[src/tsb_pkg.sv]
package tsb_pkg;

  localparam int TSB_MAX_WIDTH    = 2048;
  localparam int TSB_TANH_ENTRIES = 2048;

  localparam int ROW_W       = 12;
  localparam int CFG_ADDR_W  = 5;
  localparam int QUEUE_DEPTH = 2;

  // Mean of nine: (sum + 4) / 9 taken as a reciprocal product, exact for sums below 2300.
  localparam int MEAN_BIAS  = 4;
  localparam int MEAN_RECIP = 7282;
  localparam int MEAN_SHIFT = 16;

  localparam int Q15_ONE  = 32768;
  localparam int Q15_HALF = 16384;

  typedef enum logic {
    OP_PIXEL = 1'b0,
    OP_FLUSH = 1'b1
  } op_t;

  typedef enum logic [2:0] {
    REG_BAND_HEIGHT  = 3'd0,
    REG_DECAY        = 3'd1,
    REG_POSITION     = 3'd2,
    REG_LINE_WIDTH   = 3'd3,
    REG_FRAME_HEIGHT = 3'd4
  } reg_idx_t;

  typedef struct packed {
    logic [11:0] band_height;
    logic [6:0]  decay;
    logic [11:0] position;
    logic [11:0] line_width;
    logic [11:0] frame_height;
  } cfg_t;

  typedef struct packed {
    logic [1:0]       slot_top;
    logic [1:0]       slot_mid;
    logic [1:0]       slot_bot;
    logic [ROW_W-1:0] row;
    logic             new_row;
    logic             fend;
  } job_ctl_t;

  typedef enum logic [2:0] {
    B_IDLE,
    B_WGT,
    B_RD,
    B_MEAN,
    B_BLEND,
    B_OUT
  } back_state_t;

  typedef enum logic [2:0] {
    W_IDLE,
    W_PREP,
    W_CHK,
    W_DIV,
    W_ROM,
    W_LUT,
    W_ACC
  } wgt_state_t;

endpackage

[src/tsb_queue.sv]
module tsb_queue #(
  parameter int MAX_WIDTH = tsb_pkg::TSB_MAX_WIDTH
) (
  input  logic                               clk,
  input  logic                               rst_n,
  input  logic                               push,
  input  tsb_pkg::job_ctl_t                  push_ctl,
  input  logic [2:0][$clog2(MAX_WIDTH)-1:0]  push_cols,
  input  logic                               pop,
  output logic                               empty,
  output tsb_pkg::job_ctl_t                  head_ctl,
  output logic [2:0][$clog2(MAX_WIDTH)-1:0]  head_cols
);
  import tsb_pkg::*;

  localparam int CW  = $clog2(MAX_WIDTH);
  localparam int QPW = (QUEUE_DEPTH > 1) ? $clog2(QUEUE_DEPTH) : 1;
  localparam int QCW = $clog2(QUEUE_DEPTH + 1);

  job_ctl_t             ctl_mem [QUEUE_DEPTH];
  logic [2:0][CW-1:0]   col_mem [QUEUE_DEPTH];
  logic [QPW-1:0]       wr_ptr_r, rd_ptr_r;
  logic [QCW-1:0]       cnt_r;
  logic                 full, do_push, do_pop;

  assign empty   = (cnt_r == '0);
  assign full    = (cnt_r == QCW'(QUEUE_DEPTH));
  assign do_push = push && !full;
  assign do_pop  = pop && !empty;

  assign head_ctl  = ctl_mem[rd_ptr_r];
  assign head_cols = col_mem[rd_ptr_r];

  always_ff @(posedge clk) begin
    if (do_push) begin
      ctl_mem[wr_ptr_r] <= push_ctl;
      col_mem[wr_ptr_r] <= push_cols;
    end
  end

  always_ff @(posedge clk) begin
    if (!rst_n) begin
      wr_ptr_r <= '0;
      rd_ptr_r <= '0;
      cnt_r    <= '0;
    end else begin
      if (do_push) begin
        wr_ptr_r <= (wr_ptr_r == QPW'(QUEUE_DEPTH - 1)) ? '0 : QPW'(wr_ptr_r + QPW'(1));
      end
      if (do_pop) begin
        rd_ptr_r <= (rd_ptr_r == QPW'(QUEUE_DEPTH - 1)) ? '0 : QPW'(rd_ptr_r + QPW'(1));
      end
      if (do_push && !do_pop) begin
        cnt_r <= cnt_r + QCW'(1);
      end else if (do_pop && !do_push) begin
        cnt_r <= cnt_r - QCW'(1);
      end
    end
  end

endmodule

[config.mk]
export PLATFORM = sky130hd
export DESIGN_NAME = tsb_queue
export DESIGN_NICKNAME = d
export VERILOG_FILES = /design/src/tsb_pkg.sv /design/src/tsb_queue.sv
export SDC_FILE = /design/constraint.sdc
export NUM_CORES = 1
export LEC_CHECK = 0
export BUFFER_PORTS_ARGS = -buffer_cell sky130_fd_sc_hd__buf_2
export CAP_MARGIN = 5
export CORE_ASPECT_RATIO = 0.7
export CORE_MARGIN = 2
export CORE_UTILIZATION = 35
export CTS_CLUSTER_SIZE = 20
export DETAILED_ROUTE_END_ITERATION = 10
export MAX_ROUTING_LAYER = met4
export PLACE_DENSITY_LB_ADDON = 0.3
export SLEW_MARGIN = 20
export SYNTH_ARGS = -nofsm -noshare
export SYNTH_HDL_FRONTEND = slang
export SYNTH_SLANG_ARGS = --single-unit
[constraint.sdc]
create_clock -name clk -period 4 [get_ports clk]
set_input_delay 0.4 -clock clk [delete_from_list [all_inputs] [get_ports clk]]
set_output_delay 0.4 -clock clk [all_outputs]
set_load 0.01 [all_outputs]
==> results of run 1 <==
[placed cells by master, fill, tap and decap left out, drive strengths merged]
cell      synthesis  layout
xnor2             2       2
and2              3       3
edfxtp          106     106
a21boi            2       2
mux2             53      53
o21ai             2       2
nand2             1       1
ha                1       1
diode             0       1
nor2              2       2
dfxtp             5       5
buf               6     114
clkbuf            0       9
clkinv            0       4
nand2b            1       1
nand3             1       1
inv               3       5
xor2              1       1
a21o              1       1
or3               1       1
clkinvlp          0       1
[registers in the layout, summed over array words and instances (netlist names), named ones only]
register / flops
cnt_r: 2
wr_ptr_r: 1
ctl_mem: 40
rd_ptr_r: 1
col_mem: 66
[where the power goes]
| group | internal [mW] | switching [mW] | total, mW |
|---|---|---|---|
| sequential | 1.45 | 0.0800 | 1.53 |
| clock | 0.423 | 0.386 | 0.810 |
| combinational | 0.355 | 0.361 | 0.716 |
[path summary, 6_finish.rpt]
| path | from | to | slack (ps) | depth (start not counted) |
|---|---|---|---|---|
| max | register | head_cols[13] | 1460 | 3 |
| min | push_ctl[13] | ctl_mem[1][13]$_DFFE_PP_ | 250 | 1 |
| max reg2reg | cnt_r[0]$_SDFFE_PN0P_ | col_mem[0][9]$_DFFE_PP_ | 1890 | 4 |
| min reg2reg | cnt_r[1]$_SDFFE_PN0P_ | cnt_r[1]$_SDFFE_PN0P_ | 520 | 2 |
[critical path, stage by stage, from the launching register on]
cell and delay, ps:
dfxtp_2 820, buf_4 440, mux2_2 390, buf_2 140
[layout make-up]
class                   count  area, um2  share of cell area
inverters                   3       11.3             0.00222
clock buffers               9        225              0.0445
flip-flops and latches    111       3280               0.648
clock inverters             7       47.5             0.00939
diodes                      1       2.50            0.000494
multi-input cells          71        723               0.143
repair buffers            114        581               0.115
well taps                 153        191              0.0378
[synth_stat cells]
library cell	number	area [um2]
a21boi_0	1	7.51
a21boi_1	1	7.51
a21o_1	1	7.51
and2_1	3	18.8
buf_2	3	15.0
buf_4	3	22.5
dfxtp_1	5	100
edfxtp_1	106	3180
ha_1	1	12.5
inv_1	3	11.3
mux2_2	53	597
nand2_1	1	3.75
nand2b_1	1	6.26
nand3_1	1	5.00
nor2_1	2	7.51
o21ai_0	1	5.00
o21ai_1	1	5.00
or3_1	1	6.26
xnor2_1	2	17.5
xor2_1	1	8.76
[routing by layer]
| layer | share of wire | up-vias | track usage |
|---|---|---|---|
| li1 | - | 982 | - |
| met1 | 0.46 | 994 | 0.146 |
| met2 | 0.45 | 77 | 0.193 |
| met3 | 0.082 | 7 | 0.0518 |
| met4 | 0.010 | 0 | 0.0403 |
| met5 | 0 | - | - |
[logic make-up after synthesis]
logic type | Yosys count
DFF | 111
xor gates and xnor gates | 3
AOI/OAI and AO/OA | 5
and+or+nand+nor | 9
muxes | 53
buffers and inverters | 9
adders and majority gates | 1
==> results.json, run 1 <==
{
  "status": "completed",
  "setup_viol": 0,
  "drt_iter0_markers": 72,
  "num-fill-cells": 1019,
  "fin_cells": 469,
  "tightest_slew_ps": 1010,
  "power.ir.vdd_worst_v": 0.000231,
  "tritoncts": "yes",
  "port_buffers": 110,
  "synth-xor-area-share": 0.00649,
  "synth_seq_area_share": 0.811,
  "cts-root-buf": "clkbuf_16",
  "fin_total_pwr_mw": 3.06,
  "required_ps": 3600,
  "syn_to_final_growth_pct": 25.2,
  "insertion_delay_ps": 340,
  "grt_overflow": 0,
  "die_h_um": 94.0,
  "row_count": 32,
  "syn_area_um2": 4050,
  "p_per_area_nw_per_um2": 604,
  "max_freq_mhz": 393,
  "end_kind": "primary output",
  "synth_compound_area_frac": 0.00804,
  "cts_buffers": 9,
  "cts_buffer_depth": 2,
  "num_io_pins": 111,
  "maxSlewViolCount": 0,
  "avgSynthCellArea_um2": 21.2,
  "hold_violations": 0,
  "syn_nets": 249,
  "relSlewSlack": 0.323,
  "antenna_found_initial": 1,
  "stdcell_area_um2": 5070,
  "leakagePower_nw": 1.87,
  "dieArea_um2": 12500,
  "routed_via_density": 4.39,
  "avgRoutedWirePerCell_um": 15.2,
  "yosys_warnings": 0,
  "drv_cap": 0,
  "core_um2": 11100,
  "drcViolationCount": 0,
  "hp-class": "in2reg",
  "worstPathArrival_ps": 2140,
  "cts_setup_buffers": 0,
  "track_usage": 0.123,
  "holdWs_ps": 246,
  "drive_gt1_frac": 0.587,
  "synthMuxAreaShare": 0.147,
  "cts_resized": 0,
  "gp_congestion": 0.709,
  "criticalPathCategory": "reg2out",
  "place_hpwl_um": 4690,
  "dpl_cell_area_um2": 4790,
  "grt_pass1_wl_um": 11100,
  "ys_types": 20,
  "dp.cells": 452,
  "pre_cts_ws_ps": 1770,
  "wl_um": 7140,
  "firstDrtPassIters": 4,
  "clkSinkCount": 111,
  "die_w_um": 133,
  "cp_max_fo": 30,
  "worst_slack_ps": 1460,
  "ctsHoldBuffers": 0,
  "vias": 2060,
  "detail-route-antenna-nets": 0,
  "grt_start_max_net_pins": 45,
  "synth_top_family_by_area": "multiplexers",
  "rsz0062_at_grt": "no",
  "path_clk_slew_ps": 70,
  "tns_ps": 0,
  "fin_crit_sh": 0.636,
  "htreeDepth": 3,
  "nets": 368,
  "final.setup_skew_ps": 4.02,
  "initial_core_util": 0.364,
  "grt_pass1_vias": 2211,
  "synthAdderAreaFrac": 0.00309,
  "synth_cells": 191,
  "fin_util": 0.455,
  "synth_seq_cells": 111,
  "critPathLaunchType": "register",
  "finalCriticalPeriod_ps": 2540,
  "synth-simple-area-share": 0.0117
}
Power figures use the tool's default switching activity.
==> run 2: changes to the inputs <==
clock period = 2.62 ns   (was 4 ns; I/O delays follow)
==> run 2 against run 1 <==
Compared with the run above:
- final area rose by 0.42%
- sequential power rose by 48%
- clock power rose by 56%
- clock skew rose by 0.88 ps
- utilization rose by 0.19 points
- die area did not move
- first-iteration DRC count rose by 72%
- via count rose by 0.97%
- sequential cell count did not move
- worst setup slack got worse by 670 ps
- hold slack got worse by 140 ps
- final cell count rose by 0.21%
==> results.json, run 2 (same netlist as run 1, synthesis figures left out) <==
{
  "p_per_area_nw_per_um2": 926,
  "path_clk_slew_ps": 70,
  "clkSinkCount": 111,
  "cts_resized": 0,
  "p_seq_frac": 0.483,
  "leakagePower_nw": 1.88,
  "syn_to_final_growth_pct": 25.7,
  "rrSetupSlack_ps": 1000,
  "antenna_found_initial": 0,
  "worstPathArrival_ps": 1570,
  "cts-root-buf": "clkbuf_16",
  "status": "completed",
  "track_usage": 0.120,
  "grt_start_max_net_pins": 29,
  "fin_crit_sh": 0.698,
  "final_cell_mix": "buf_2 (110), edfxtp_1 (106), mux2_2 (53)",
  "hold_violations": 0,
  "drcViolationCount": 0,
  "port_buffers": 110,
  "cts_setup_buffers": 0,
  "power.net_switching_mw": 1.28,
  "setup_viol": 0,
  "grt_pass1_wl_um": 10800,
  "row_count": 32,
  "initial_core_util": 0.364,
  "wl_um": 6930,
  "largestRegisters": "col_mem: 66 flops, ctl_mem: 40 flops, cnt_r: 2 flops",
  "cts_buffers": 9,
  "critPathLaunchType": "register",
  "cts_buffer_depth": 2,
  "gp_congestion": 0.715,
  "routed_via_density": 4.43,
  "max_flop_register": "col_mem",
  "core_um2": 11100,
  "num_io_pins": 111,
  "vias": 2080,
  "die_w_um": 133,
  "firstDrtPassIters": 4,
  "final_common_cell": "buf_2",
  "max_freq_mhz": 547,
  "finalCriticalPeriod_ps": 1830,
  "cp_max_fo": 28,
  "fin_util": 0.457,
  "rsz0062_at_grt": "no",
  "grt_overflow": 0,
  "relSlewSlack": 0.731,
  "drv_cap": 0,
  "swShare": 0.272,
  "insertion_delay_ps": 340,
  "power.ir.vdd_worst_v": 0.000414,
  "htreeDepth": 3,
  "pwr-share-clk": 0.267,
  "diodes": 0,
  "maxSlewViolCount": 0,
  "grt_pass1_vias": 2159,
  "ctsHoldBuffers": 0,
  "drt_iter0_markers": 124,
  "final.setup_skew_ps": 4.90,
  "die_h_um": 94.0,
  "criticalPathCategory": "reg2out",
  "required_ps": 2360,
  "combPwrFrac": 0.250,
  "avgRoutedWirePerCell_um": 14.7,
  "largest_reg_flops": 66,
  "dieArea_um2": 12500,
  "internal_power_mw": 3.43,
  "tns_ps": 0,
  "drive_gt1_frac": 0.590,
  "place_hpwl_um": 4600,
  "detail-route-antenna-nets": 0,
  "nets": 370,
  "tritoncts": "yes",
  "end_kind": "primary output",
  "tightest_slew_ps": 403,
  "hp-class": "in2reg"
}
## run 2: cell count changes in the layout (fill, tap and decap cells not counted)
cell,previous run,this run
clkinv_2,2,0
buf_4,4,6
clkinvlp_4,1,2
diode_2,1,0
inv_8,0,1
## run 2: routing by layer
layer / up-vias / global-route usage / share of wire
li1: 984 / - / -
met1: 1005 / 0.148 / 0.46
met2: 83 / 0.176 / 0.44
met3: 8 / 0.0599 / 0.094
met4: 0 / 0.0349 / 0.0085
met5: - / - / 0
## run 2: power by group through the flow
stage,combinational [mW],clock [mW],sequential [mW]
after floorplan,0.762,0,2.31
after global placement,1.19,0,2.30
after detailed placement,1.20,0,2.32
after CTS,1.20,1.32,2.28
after global routing,1.28,1.38,2.30
final,1.17,1.26,2.27
## run 2: final timing paths
path | startpoint | to | cells after the start
min | push_cols[17] | col_mem[1][17]$_DFFE_PP_ | 1
max | register | head_cols[9] | 3
min reg2reg | cnt_r[1]$_SDFFE_PN0P_ | cnt_r[1]$_SDFFE_PN0P_ | 2
max reg2reg | cnt_r[0]$_SDFFE_PN0P_ | cnt_r[1]$_SDFFE_PN0P_ | 6
## run 2: worst max-delay path, cell delays in order, from the launching register on
cell and delay (ps):
dfxtp_2 320, buf_4 350, mux2_2 410, buf_2 140
## run 2: final cells by class
type,count,area (um2)
clock inverters,7,56.3
flip-flops and latches,111,3280
repair buffers,116,596
inverters,3,11.3
multi-input cells,71,723
well taps,153,191
clock buffers,9,225
fillers,1020,6040
## run 2: through the flow
| step | std cells | hold slack, ps | cell area (um2) | total power, mW | setup slack [ps] |
|---|---|---|---|---|---|
| after floorplan | 191 | 361 | 4050 | 3.07 | 206 |
| after global placement | 454 | 449 | 4810 | 3.49 | 1060 |
| after detailed placement | 454 | 453 | 4810 | 3.51 | 997 |
| after CTS | 470 | 88.4 | 5090 | 4.80 | 748 |
| after global routing | 470 | 87.2 | 5090 | 4.95 | 716 |
| final | 470 | 109 | 5090 | 4.71 | 791 |
