File: src/tsb_pkg.sv
package tsb_pkg;

  localparam int TSB_MAX_WIDTH    = 2048;
  localparam int TSB_TANH_ENTRIES = 2048;

  localparam int ROW_W       = 12;
  localparam int CFG_ADDR_W  = 5;
  localparam int QUEUE_DEPTH = 2;

  // Mean of nine: (sum + 4) / 9 taken as a reciprocal product, exact for sums below 2300.
  localparam int MEAN_BIAS  = 4;
  localparam int MEAN_RECIP = 7282;
  localparam int MEAN_SHIFT = 16;

  localparam int Q15_ONE  = 32768;
  localparam int Q15_HALF = 16384;

  typedef enum logic {
    OP_PIXEL = 1'b0,
    OP_FLUSH = 1'b1
  } op_t;

  typedef enum logic [2:0] {
    REG_BAND_HEIGHT  = 3'd0,
    REG_DECAY        = 3'd1,
    REG_POSITION     = 3'd2,
    REG_LINE_WIDTH   = 3'd3,
    REG_FRAME_HEIGHT = 3'd4
  } reg_idx_t;

  typedef struct packed {
    logic [11:0] band_height;
    logic [6:0]  decay;
    logic [11:0] position;
    logic [11:0] line_width;
    logic [11:0] frame_height;
  } cfg_t;

  typedef struct packed {
    logic [1:0]       slot_top;
    logic [1:0]       slot_mid;
    logic [1:0]       slot_bot;
    logic [ROW_W-1:0] row;
    logic             new_row;
    logic             fend;
  } job_ctl_t;

  typedef enum logic [2:0] {
    B_IDLE,
    B_WGT,
    B_RD,
    B_MEAN,
    B_BLEND,
    B_OUT
  } back_state_t;

  typedef enum logic [2:0] {
    W_IDLE,
    W_PREP,
    W_CHK,
    W_DIV,
    W_ROM,
    W_LUT,
    W_ACC
  } wgt_state_t;

endpackage

File: src/tsb_ifs.sv
interface tsb_in_if;
  logic       valid;
  logic       ready;
  logic       op;
  logic [7:0] blue_in;
  logic [7:0] green_in;
  logic [7:0] red_in;

  modport source (output valid, op, blue_in, green_in, red_in, input ready);
  modport sink (input valid, op, blue_in, green_in, red_in, output ready);
endinterface


File: src/tsb_front.sv
module tsb_front #(
  parameter int MAX_WIDTH = tsb_pkg::TSB_MAX_WIDTH
) (
  input  logic                               clk,
  input  logic                               rst_n,
  tsb_in_if.sink                             in_ch,
  input  tsb_pkg::cfg_t                      cfg,
  input  logic                               back_busy,
  input  logic                               q_empty,
  output logic                               push,
  output tsb_pkg::job_ctl_t                  push_ctl,
  output logic [2:0][$clog2(MAX_WIDTH)-1:0]  push_cols,
  output logic                               wr_en,
  output logic [1:0]                         wr_slot,
  output logic [$clog2(MAX_WIDTH)-1:0]       wr_addr,
  output logic [23:0]                        wr_data
);
  import tsb_pkg::*;

  localparam int CW = $clog2(MAX_WIDTH);
  localparam int WW = $clog2(MAX_WIDTH + 1);
  localparam int LW = (WW > ROW_W) ? WW : ROW_W;
  localparam int PW = $clog2(MAX_WIDTH + 3);

  logic [CW-1:0]    in_col_r, in_col_nxt, out_col_r, out_col_nxt;
  logic [ROW_W-1:0] in_row_r, in_row_nxt, out_row_r, out_row_nxt;
  logic [1:0]       in_slot_r, in_slot_nxt, out_slot_r, out_slot_nxt;
  logic [PW-1:0]    pend_r, pend_nxt, pend_inc, pend_base;
  logic [LW-1:0]    lw_ext;
  logic [WW-1:0]    w_eff, in_col_inc, out_col_inc, c_ext;
  logic [ROW_W-1:0] h_eff;
  logic [ROW_W:0]   in_row_inc, out_row_inc;
  logic             accept, is_pix, emit;

  assign lw_ext = LW'(cfg.line_width);
  always_comb begin
    if (lw_ext < LW'(2)) begin
      w_eff = WW'(2);
    end else if (lw_ext > LW'(MAX_WIDTH)) begin
      w_eff = WW'(MAX_WIDTH);
    end else begin
      w_eff = WW'(lw_ext);
    end
  end
  assign h_eff = (cfg.frame_height < 12'd2) ? 12'd2 : cfg.frame_height;

  // A new beat waits until the back end has read the line stores for the last job.
  assign in_ch.ready = q_empty && !back_busy;
  assign accept      = in_ch.valid && in_ch.ready;
  assign is_pix      = (in_ch.op == OP_PIXEL);

  assign pend_inc  = pend_r + PW'(1);
  assign emit      = is_pix ? (pend_inc > (PW'(w_eff) + PW'(1))) : (pend_r != '0);
  assign pend_base = is_pix ? pend_inc : pend_r;

  assign wr_en   = accept && is_pix;
  assign wr_slot = in_slot_r;
  assign wr_addr = in_col_r;
  assign wr_data = {in_ch.red_in, in_ch.green_in, in_ch.blue_in};

  assign in_col_inc  = WW'(in_col_r) + WW'(1);
  assign in_row_inc  = {1'b0, in_row_r} + 13'd1;
  assign out_col_inc = WW'(out_col_r) + WW'(1);
  assign out_row_inc = {1'b0, out_row_r} + 13'd1;
  assign c_ext       = WW'(out_col_r);

  always_comb begin
    in_col_nxt   = in_col_r;
    in_row_nxt   = in_row_r;
    in_slot_nxt  = in_slot_r;
    out_col_nxt  = out_col_r;
    out_row_nxt  = out_row_r;
    out_slot_nxt = out_slot_r;
    pend_nxt     = pend_r;
    push         = 1'b0;

    push_ctl.new_row  = (out_col_r == '0);
    push_ctl.row      = out_row_r;
    push_ctl.slot_mid = out_slot_r;
    push_ctl.slot_top = (out_row_r == '0) ? 2'(out_slot_r + 2'd1) : 2'(out_slot_r + 2'd3);
    push_ctl.slot_bot = (out_row_inc >= {1'b0, h_eff}) ? 2'(out_slot_r + 2'd3)
                                                       : 2'(out_slot_r + 2'd1);
    push_ctl.fend     = (out_col_inc >= w_eff) && (out_row_inc >= {1'b0, h_eff});

    push_cols[1] = out_col_r;
    push_cols[0] = (out_col_r != '0) ? CW'(c_ext - WW'(1)) : CW'(c_ext + WW'(1));
    push_cols[2] = (out_col_inc < w_eff) ? CW'(out_col_inc) : CW'(c_ext - WW'(1));

    if (accept) begin
      if (is_pix) begin
        if (in_col_inc >= w_eff) begin
          in_col_nxt  = '0;
          in_slot_nxt = 2'(in_slot_r + 2'd1);
          in_row_nxt  = (in_row_inc >= {1'b0, h_eff}) ? '0 : in_row_inc[ROW_W-1:0];
        end else begin
          in_col_nxt = CW'(in_col_inc);
        end
      end
      pend_nxt = emit ? (pend_base - PW'(1)) : pend_base;
      if (emit) begin
        push = 1'b1;
        if (out_col_inc >= w_eff) begin
          out_col_nxt  = '0;
          out_slot_nxt = 2'(out_slot_r + 2'd1);
          out_row_nxt  = (out_row_inc >= {1'b0, h_eff}) ? '0 : out_row_inc[ROW_W-1:0];
        end else begin
          out_col_nxt = CW'(out_col_inc);
        end
      end
    end
  end

  always_ff @(posedge clk) begin
    if (!rst_n) begin
      in_col_r   <= '0;
      in_row_r   <= '0;
      in_slot_r  <= '0;
      out_col_r  <= '0;
      out_row_r  <= '0;
      out_slot_r <= '0;
      pend_r     <= '0;
    end else begin
      in_col_r   <= in_col_nxt;
      in_row_r   <= in_row_nxt;
      in_slot_r  <= in_slot_nxt;
      out_col_r  <= out_col_nxt;
      out_row_r  <= out_row_nxt;
      out_slot_r <= out_slot_nxt;
      pend_r     <= pend_nxt;
    end
  end

endmodule

File: src/flat_wrapper.sv
// flat-port wrapper written by rule: the top's interface ports become plain ports
module tsb_front_flat import tsb_pkg::*;
#(
  parameter int MAX_WIDTH = tsb_pkg::TSB_MAX_WIDTH
)
  (clk, rst_n, cfg, back_busy, q_empty, push, push_ctl, push_cols, wr_en, wr_slot, wr_addr, wr_data, in_ch_valid, in_ch_op, in_ch_blue_in, in_ch_green_in, in_ch_red_in, in_ch_ready);
  tsb_in_if in_ch_i ();
  input  logic clk;
  input  logic rst_n;
  input  tsb_pkg::cfg_t cfg;
  input  logic back_busy;
  input  logic q_empty;
  output logic push;
  output tsb_pkg::job_ctl_t push_ctl;
  output logic [2:0][$clog2(MAX_WIDTH)-1:0] push_cols;
  output logic wr_en;
  output logic [1:0] wr_slot;
  output logic [$clog2(MAX_WIDTH)-1:0] wr_addr;
  output logic [23:0] wr_data;
  input wire logic [$bits(in_ch_i.valid)-1:0] in_ch_valid;
  input wire logic [$bits(in_ch_i.op)-1:0] in_ch_op;
  input wire logic [$bits(in_ch_i.blue_in)-1:0] in_ch_blue_in;
  input wire logic [$bits(in_ch_i.green_in)-1:0] in_ch_green_in;
  input wire logic [$bits(in_ch_i.red_in)-1:0] in_ch_red_in;
  output wire logic [$bits(in_ch_i.ready)-1:0] in_ch_ready;
  assign in_ch_i.valid = in_ch_valid;
  assign in_ch_i.op = in_ch_op;
  assign in_ch_i.blue_in = in_ch_blue_in;
  assign in_ch_i.green_in = in_ch_green_in;
  assign in_ch_i.red_in = in_ch_red_in;
  assign in_ch_ready = in_ch_i.ready;
  tsb_front #(.MAX_WIDTH(MAX_WIDTH)) u_core (.clk(clk), .rst_n(rst_n), .in_ch(in_ch_i), .cfg(cfg), .back_busy(back_busy), .q_empty(q_empty), .push(push), .push_ctl(push_ctl), .push_cols(push_cols), .wr_en(wr_en), .wr_slot(wr_slot), .wr_addr(wr_addr), .wr_data(wr_data));
endmodule
File: config.mk
export PLATFORM = sky130hd
export DESIGN_NAME = tsb_front_flat
export DESIGN_NICKNAME = d
export VERILOG_FILES = /design/src/tsb_pkg.sv /design/src/tsb_ifs.sv /design/src/tsb_front.sv /design/src/flat_wrapper.sv
export SDC_FILE = /design/constraint.sdc
export NUM_CORES = 1
export LEC_CHECK = 0
export BUFFER_PORTS_ARGS = -buffer_cell sky130_fd_sc_hd__buf_2
export CAP_MARGIN = 20
export CORE_AREA = 2 2 116 146
export DETAILED_ROUTE_END_ITERATION = 6
export DIE_AREA = 0 0 118 148
export GPL_TIMING_DRIVEN = 0
export PLACE_DENSITY_LB_ADDON = 0.08
export SYNTH_ARGS = -nofsm -noshare
export SYNTH_HDL_FRONTEND = slang
export SYNTH_SLANG_ARGS = --single-unit
File: constraint.sdc
create_clock -name clk -period 9.9 [get_ports clk]
set_input_delay 2.97 -clock clk [delete_from_list [all_inputs] [get_ports clk]]
set_output_delay 2.97 -clock clk [all_outputs]
set_load 0.01 [all_outputs]
==> impl_metrics.py, run 1 <==
metrics = {
    "outcome": {
        "status": "complete, no violations",
    },
    "synth": {
        "synthDistinctLibCells": 76,
        "ys_ff_latch": 50,
        "syn_nets": 878,
        "synthCells": 737,
        "synth_ff_type": "dfxtp_1",
        "synth_edf_count": 0,
        "yosysSeqAreaShare": 0.180,
        "async_flop_share": 0,
        "yosys_warnings": 0,
        "synth_area_sq_um": 5560,
        "syn_avg_cell_area_sq_um": 7.54,
    },
    "clock_tree": {
        "postCtsSetupBuffers": 0,
        "tritoncts": "yes",
        "clk_latency_ns": 0.31,
        "cts-root-buf": "clkbuf_16",
        "clk_pin_slew_ns": 0.08,
        "cts.sinks": 50,
        "numCtsBuffers": 5,
        "h-tree-depth": 2,
        "clock_path_buffers": 2,
    },
    "setup_path": {
        "crit_start": "cfg[14]",
        "arrival_ns": 6.57,
        "cp_cell_sequence": "buf_2 > nor4_1 > nand3_1 > a21oi_2 > ha_1 > inv_1 > nor3b_1 > and4_1 > and3_1 > xor2_1 > ha_1 > nand4_2 > nor4_2 > a41oi_4 > o31ai_4 > buf_6 > nor2_4 > buf_2",
        "slowest_delay_ns": 0.30,
        "crit_required_ns": 6.93,
        "start_kind": "input port",
        "crit_path_end_kind": "primary output",
        "crit_buf_inv": 4,
        "critPathKind": "in2out",
        "crit_family": "simple AND/OR/NAND/NOR gates",
        "critPathMaxFanout": 10,
        "worst_path_max_delay_cell": "a41oi_4",
        "reg2reg_from": "u_core.out_row_r[3]",
    },
    "routing": {
        "drc": 0,
        "viasPerCell": 5.18,
        "drtAntennaViolNets": 0,
        "vias": 5615,
        "drtIter0Drc": 211,
        "wl_um": 17600,
        "firstDrtPassIters": 4,
        "wl_per_cell_um": 16.2,
    },
    "worst_hold_path": {
        "min_from": "u_core.wr_addr[8]",
        "hold_path_class": "reg2reg",
    },
    "power": {
        "swShare": 0.308,
        "clkPwrFrac": 0.392,
        "internal-power_mw": 0.375,
        "pwr-share-comb": 0.227,
        "total_power_mw": 0.542,
        "ir_worst_vdd_uv": 65.6,
        "pwr-share-seq": 0.381,
        "power.switching_mw": 0.167,
        "powerDensity_nw_per_um2": 81.8,
        "p_leak_nw": 3.05,
    },
    "cells_and_area": {
        "syn2layout_area_growth_pct": 19.3,
        "layout_commonest_cell": "buf_2",
        "layout.nets": 1007,
        "regArea_sq_um": 1000,
        "finalNonFillerCells": 1083,
        "multi_input_area_sq_um": 4050,
        "final_cell_mix": "136 x buf_2, 61 x nand2_1, 60 x nand3_1",
        "drive_above_1_share": 0.241,
        "num_antenna_cells": 0,
        "fillers": 1716,
    },
    "timing": {
        "maxSlewHeadroom": 0.573,
        "rsz0062_at_grt": "false",
        "timing.fmax_ghz": 0.105,
        "setup_violations": 0,
        "skew_ns": 0.0107,
        "fin_ws_ns": 0.357,
        "fin_crit_sh": 0.964,
        "drv_slew": 0,
        "period_needed_ns": 9.54,
        "hold_viol": 0,
        "worstMarginPinSlew_ns": 0.641,
        "setup_tns_ns": 0,
    },
    "floorplan": {
        "io_pins": 178,
        "rows": 52,
        "die-area_sq_um": 17500,
        "start_util": 0.346,
        "coreArea_sq_um": 16100,
        "die_w_um": 118,
        "die-height_um": 148,
    },
    "placement": {
        "hpwl_um": 14100,
        "place_ws_ns": -0.0321,
        "placed_cells": 1075,
        "io_buffers": 122,
        "gp_congestion": 0.934,
    },
    "global_routing": {
        "grt_pass1_wl_um": 27800,
        "grt-ovfl-total": 0,
        "grt_usage": 0.197,
        "antenna_found_initial": 0,
        "grt_max_degree": 17,
        "grt_pass1_vias": 5574,
    },
    "job": {
        "drv_cap": 0,
    },
}
==> flip-flops by register name, summed over array words and instances, names as in the netlist <==
| signal | cells |
|---|---|
| u_core.out_slot_r | 2 |
| u_core.out_row_r | 12 |
| u_core.wr_slot | 2 |
| u_core.out_col_r | 11 |
| u_core.wr_addr | 11 |
| u_core.pend_r | 12 |
==> metal layers <==
metal	GRT usage	part of all wire	vias to the layer above	wire [um]
li1	-	-	2841	-
met1	0.208	0.39	2609	6930
met2	0.391	0.55	135	9700
met3	0.0266	0.027	30	468
met4	0.0741	0.027	0	478
met5	0	0	-	0
==> synth_stat cells, drive strengths merged, types with 8 or more instances <==
master  instances  area (sq um)
xnor2          42           368
nor2b          10          62.6
nor3           21           126
o21ai          25           129
o21a           10          75.1
buf            43           299
mux2i          12           120
clkbuf         18          67.6
a31oi          12          90.1
nor4           10          75.1
nand2b         26           165
and3           12          75.1
a21oi          52           272
nand4          12          81.3
ha             56           701
a21o            8          60.1
xor2           22           193
nor2           51           194
a21boi          9          67.6
nand3          61           310
nand2          62           235
or3            10          65.1
inv            41           154
dfxtp          50          1000
==> logic make-up after synthesis <==
logic type               count (synthesis)  synth area share
adder cells (fa/ha/maj)                 56             0.126
multiplexers                            14            0.0257
flip-flops                              50             0.180
buffers and inverters                  104            0.0950
XOR/XNOR                                64             0.101
AND/OR/NAND/NOR                        304             0.298
AO/OA/AOI/OAI                          145             0.175
==> worst paths after layout <==
check / to / slack [ns] / depth (start not counted)
setup reg to reg: u_core.out_row_r[10] / 5.91 / 14
setup / recovery: push / 0.36 / 18
hold reg to reg: u_core.wr_addr[8] / 0.48 / 2
hold / removal: u_core.wr_addr[8] / 0.48 / 2
==> metrics by stage <==
step | util | area, sq um | hold WS, ns
detailed placement | 0.401 | 6440 | 0.477
floorplan | - | 5560 | 0.467
finish | 0.413 | 6630 | 0.484
global route | 0.413 | 6630 | 0.531
CTS | 0.412 | 6620 | 0.488
global placement | 0.401 | 6440 | 0.470
==> area by class of cell <==
type,instances,share of cell area
Tap cell,216,0.0407
Clock buffer,5,0.0189
Clock inverter,3,0.00660
Timing Repair Buffer,122,0.0921
Buffer,61,0.0553
Inverter,43,0.0243
Sequential cell,50,0.151
Multi-Input combinational cell,583,0.611
==> power by group through the flow <==
stage / logic (mW) / registers (mW) / clock network (mW)
floorplan: 0.0821 / 0.211 / 0
global placement: 0.120 / 0.211 / 0
detailed placement: 0.122 / 0.211 / 0
finish: 0.123 / 0.206 / 0.213
global route: 0.137 / 0.207 / 0.225
CTS: 0.123 / 0.206 / 0.219
==> worst reg2reg max path, stage by stage, from the launching register on <==
cell and delay (ns):
dfxtp_1 0.34, clkbuf_1 0.31, nand3_1 0.25, nor2_1 0.39, nand2_1 0.12, xnor2_1 0.24, ha_1 0.30, a21o_1 0.17
a21o_1 0.18, a21oi_1 0.19, nor2_1 0.07, a211oi_2 0.49, clkbuf_1 0.53, o2111ai_1 0.20, o21ai_0 0.14
==> what timing repair did <==
| action | 4_1_cts | 5_1_grt |
|---|---|---|
| hold endpoints to repair | 0 | 0 |
| resized for setup | 1 | 4 |
| hold buffers | 0 | 0 |
| setup endpoints to repair | 1 | 1 |
(Power assumes the default switching activity.)
==> inputs of run 2 (changes only) <==
--- a/config.mk
+++ b/config.mk
@@ -5,13 +5,16 @@
 export SDC_FILE = /design/constraint.sdc
 export NUM_CORES = 1
 export LEC_CHECK = 0
+export ABC_AREA = 1
 export BUFFER_PORTS_ARGS = -buffer_cell sky130_fd_sc_hd__buf_2
 export CAP_MARGIN = 20
-export CORE_AREA = 2 2 116 146
+export CORE_AREA = 2 2 113 143
 export DETAILED_ROUTE_END_ITERATION = 6
-export DIE_AREA = 0 0 118 148
+export DIE_AREA = 0 0 115 145
 export GPL_TIMING_DRIVEN = 0
+export HOLD_SLACK_MARGIN = 0.15
 export PLACE_DENSITY_LB_ADDON = 0.08
 export SYNTH_ARGS = -nofsm -noshare
 export SYNTH_HDL_FRONTEND = slang
 export SYNTH_SLANG_ARGS = --single-unit
+export TNS_END_PERCENT = 1
==> run 2 against run 1 <==
  * Global-route usage fell by 1.2 points
  * Clock skew fell by 0.0025 ns
  * Sequential power rose by 3%
  * Clock power fell by 2%
  * Combinational power rose by 62%
  * Critical endpoint unchanged
  * Highest routed layer unchanged
==> impl_metrics.py, run 2 <==
metrics = {
    "timing": {
        "setup_tns_ns": 0,
        "skew_ns": 0.00813,
        "hold_viol": 0,
        "drv_slew": 0,
        "worstMarginPinSlew_ns": 0.743,
        "period_needed_ns": 9.50,
        "timing.fmax_ghz": 0.105,
        "setup_violations": 0,
        "fin_crit_sh": 0.960,
        "maxSlewHeadroom": 0.505,
        "rsz0062_at_grt": "false",
    },
    "setup_path": {
        "critPathMaxFanout": 10,
        "crit_path_end_kind": "primary output",
        "crit_end": "push",
        "crit_start": "cfg[16]",
        "worst_path_max_delay_cell": "ha_1",
        "start_kind": "input port",
        "cpMostUsedCell": "nand2_1",
        "critPathKind": "in2out",
        "r2r_slack_ns": 6.17,
        "ff2ff_path_depth": 21,
        "arrival_ns": 6.53,
        "r2r_end": "u_core.out_row_r[3]",
        "crit_required_ns": 6.93,
        "reg2reg_from": "u_core.out_col_r[0]",
        "slowest_delay_ns": 0.27,
    },
    "outcome": {
        "status": "complete, no violations",
    },
    "routing": {
        "drc": 0,
        "firstDrtPassIters": 5,
        "viasPerCell": 4.77,
        "drtAntennaViolNets": 0,
        "wl_um": 15300,
        "vias": 5447,
        "wl_per_cell_um": 13.4,
        "drtIter0Drc": 267,
    },
    "cells_and_area": {
        "reg_top3": "u_core.out_row_r x12, u_core.pend_r x12",
        "fin_util": 0.412,
        "fillers": 1711,
        "layout.nets": 1096,
        "layout_commonest_cell": "nand2_1",
        "drive_above_1_share": 0.207,
        "final_cell_mix": "185 x nand2_1, 125 x buf_2, 124 x inv_1",
        "syn2layout_area_growth_pct": 19.3,
        "num_antenna_cells": 0,
    },
    "synth": {
        "yosysMostFrequentCell": "nand2_1",
        "syn_avg_cell_area_sq_um": 6.39,
        "synthDistinctLibCells": 40,
        "synth_edf_count": 0,
        "ys_ff_latch": 50,
        "synth_area_sq_um": 5280,
        "synthCells": 826,
        "yosys.area.top_type": "dfxtp_1",
        "yosys_warnings": 0,
        "ys_top_cells_by_count": "185 x nand2_1, 124 x inv_1, 63 x nor2_1, 58 x a21oi_1, 56 x ha_1",
        "yosysSeqAreaShare": 0.190,
        "synth_ff_type": "dfxtp_1",
        "async_flop_share": 0,
        "synth_area_leaders": "dfxtp_1 19%, ha_1 13%, nand2_1 13%, inv_1 8.8%, xor2_1 7.8%",
        "synth_top_area_frac": 0.190,
        "syn_nets": 967,
    },
    "clock_tree": {
        "clock_path_buffers": 2,
        "cts_resized": 0,
        "h-tree-depth": 2,
        "postCtsSetupBuffers": 0,
        "clk_latency_ns": 0.30,
        "tritoncts": "yes",
        "cts-root-buf": "clkbuf_16",
        "numCtsBuffers": 5,
        "hold_buffers": 0,
        "cts.sinks": 50,
        "clk_pin_slew_ns": 0.07,
    },
    "power": {
        "powerDensity_nw_per_um2": 98.4,
        "p_leak_nw": 3.37,
        "ir_worst_vdd_uv": 60.9,
    },
    "global_routing": {
        "antenna_found_initial": 0,
        "grt_usage": 0.185,
        "grt_max_degree": 16,
        "grt_pass1_wl_um": 25000,
        "grt-ovfl-total": 0,
        "grt_pass1_vias": 5139,
    },
    "floorplan": {
        "rows": 51,
        "coreArea_sq_um": 15300,
        "io_pins": 178,
        "die-area_sq_um": 16700,
        "die_w_um": 115,
        "start_util": 0.345,
        "die-height_um": 145,
    },
    "worst_hold_path": {
        "min_from": "u_core.wr_slot[1]",
        "hold_path_class": "reg2reg",
    },
    "job": {
        "drv_cap": 0,
    },
    "placement": {
        "gp_congestion": 0.876,
        "io_buffers": 122,
        "hpwl_um": 12600,
    },
}
==> run 2: worst min path at each step <==
stage	to	slack (ns)	cells past startpoint
final	u_core.wr_slot[1]	0.49	2
after global routing	u_core.wr_slot[1]	0.53	2
after CTS	u_core.wr_slot[1]	0.49	2
after detailed placement	u_core.wr_slot[1]	0.48	2
after global placement	u_core.wr_slot[1]	0.48	2
after floorplan	u_core.out_slot_r[1]	0.51	2
==> run 2: power by group <==
group / internal [mW] / switching (mW)
clock: 0.120 / 0.0880
sequential: 0.206 / 0.00719
combinational: 0.0757 / 0.123
total: 0.402 / 0.218
==> run 2: cell type report <==
cell class,instances,area [sq um],share of cell area
clock inverter,2,37.5,0.00596
clock buffer,6,129,0.0204
multi-input combinational,604,3530,0.560
sequential,50,1000,0.159
timing repair buffer,122,611,0.0969
buffer,43,282,0.0447
tap,185,231,0.0367
inverter,129,484,0.0768
==> run 2: cells by family after synthesis <==
logic type               synth area share
AND/OR/NAND/NOR                     0.320
AO/OA/AOI/OAI                       0.124
XOR/XNOR                           0.0896
buffers and inverters               0.145
adder cells (fa/ha/maj)             0.133
flip-flops                          0.190
==> run 2: worst max-delay path, delay by kind of cell <==
kind | cells | cell delay (ns)
AO/OA/AOI/OAI | 1 | 0.15
buffers and inverters | 5 | 0.70
AND/OR/NAND/NOR | 22 | 2.23
adder cells (fa/ha/maj) | 2 | 0.47
==> run 2: metrics by stage <==
stage	hold WS [ns]	cell area, sq um	power (mW)	std cells	worst slack (ns)
2_1_floorplan	0.505	5280	0.351	826	1.12
3_3_place_gp	0.478	6120	0.419	1133	-0.00304
3_5_place_dp	0.480	6120	0.418	1133	0.0303
4_1_cts	0.491	6290	0.627	1141	0.0160
5_1_grt	0.530	6300	0.661	1141	0.0107
6_report	0.490	6300	0.620	1141	0.400
==> run 2: per-layer routing <==
metal,GRT usage,routed length [um],vias up
met5,0,0,-
met4,0.0410,220,0
met3,0.0221,540,16
met2,0.335,7760,111
met1,0.231,6800,2418
li1,-,-,2902
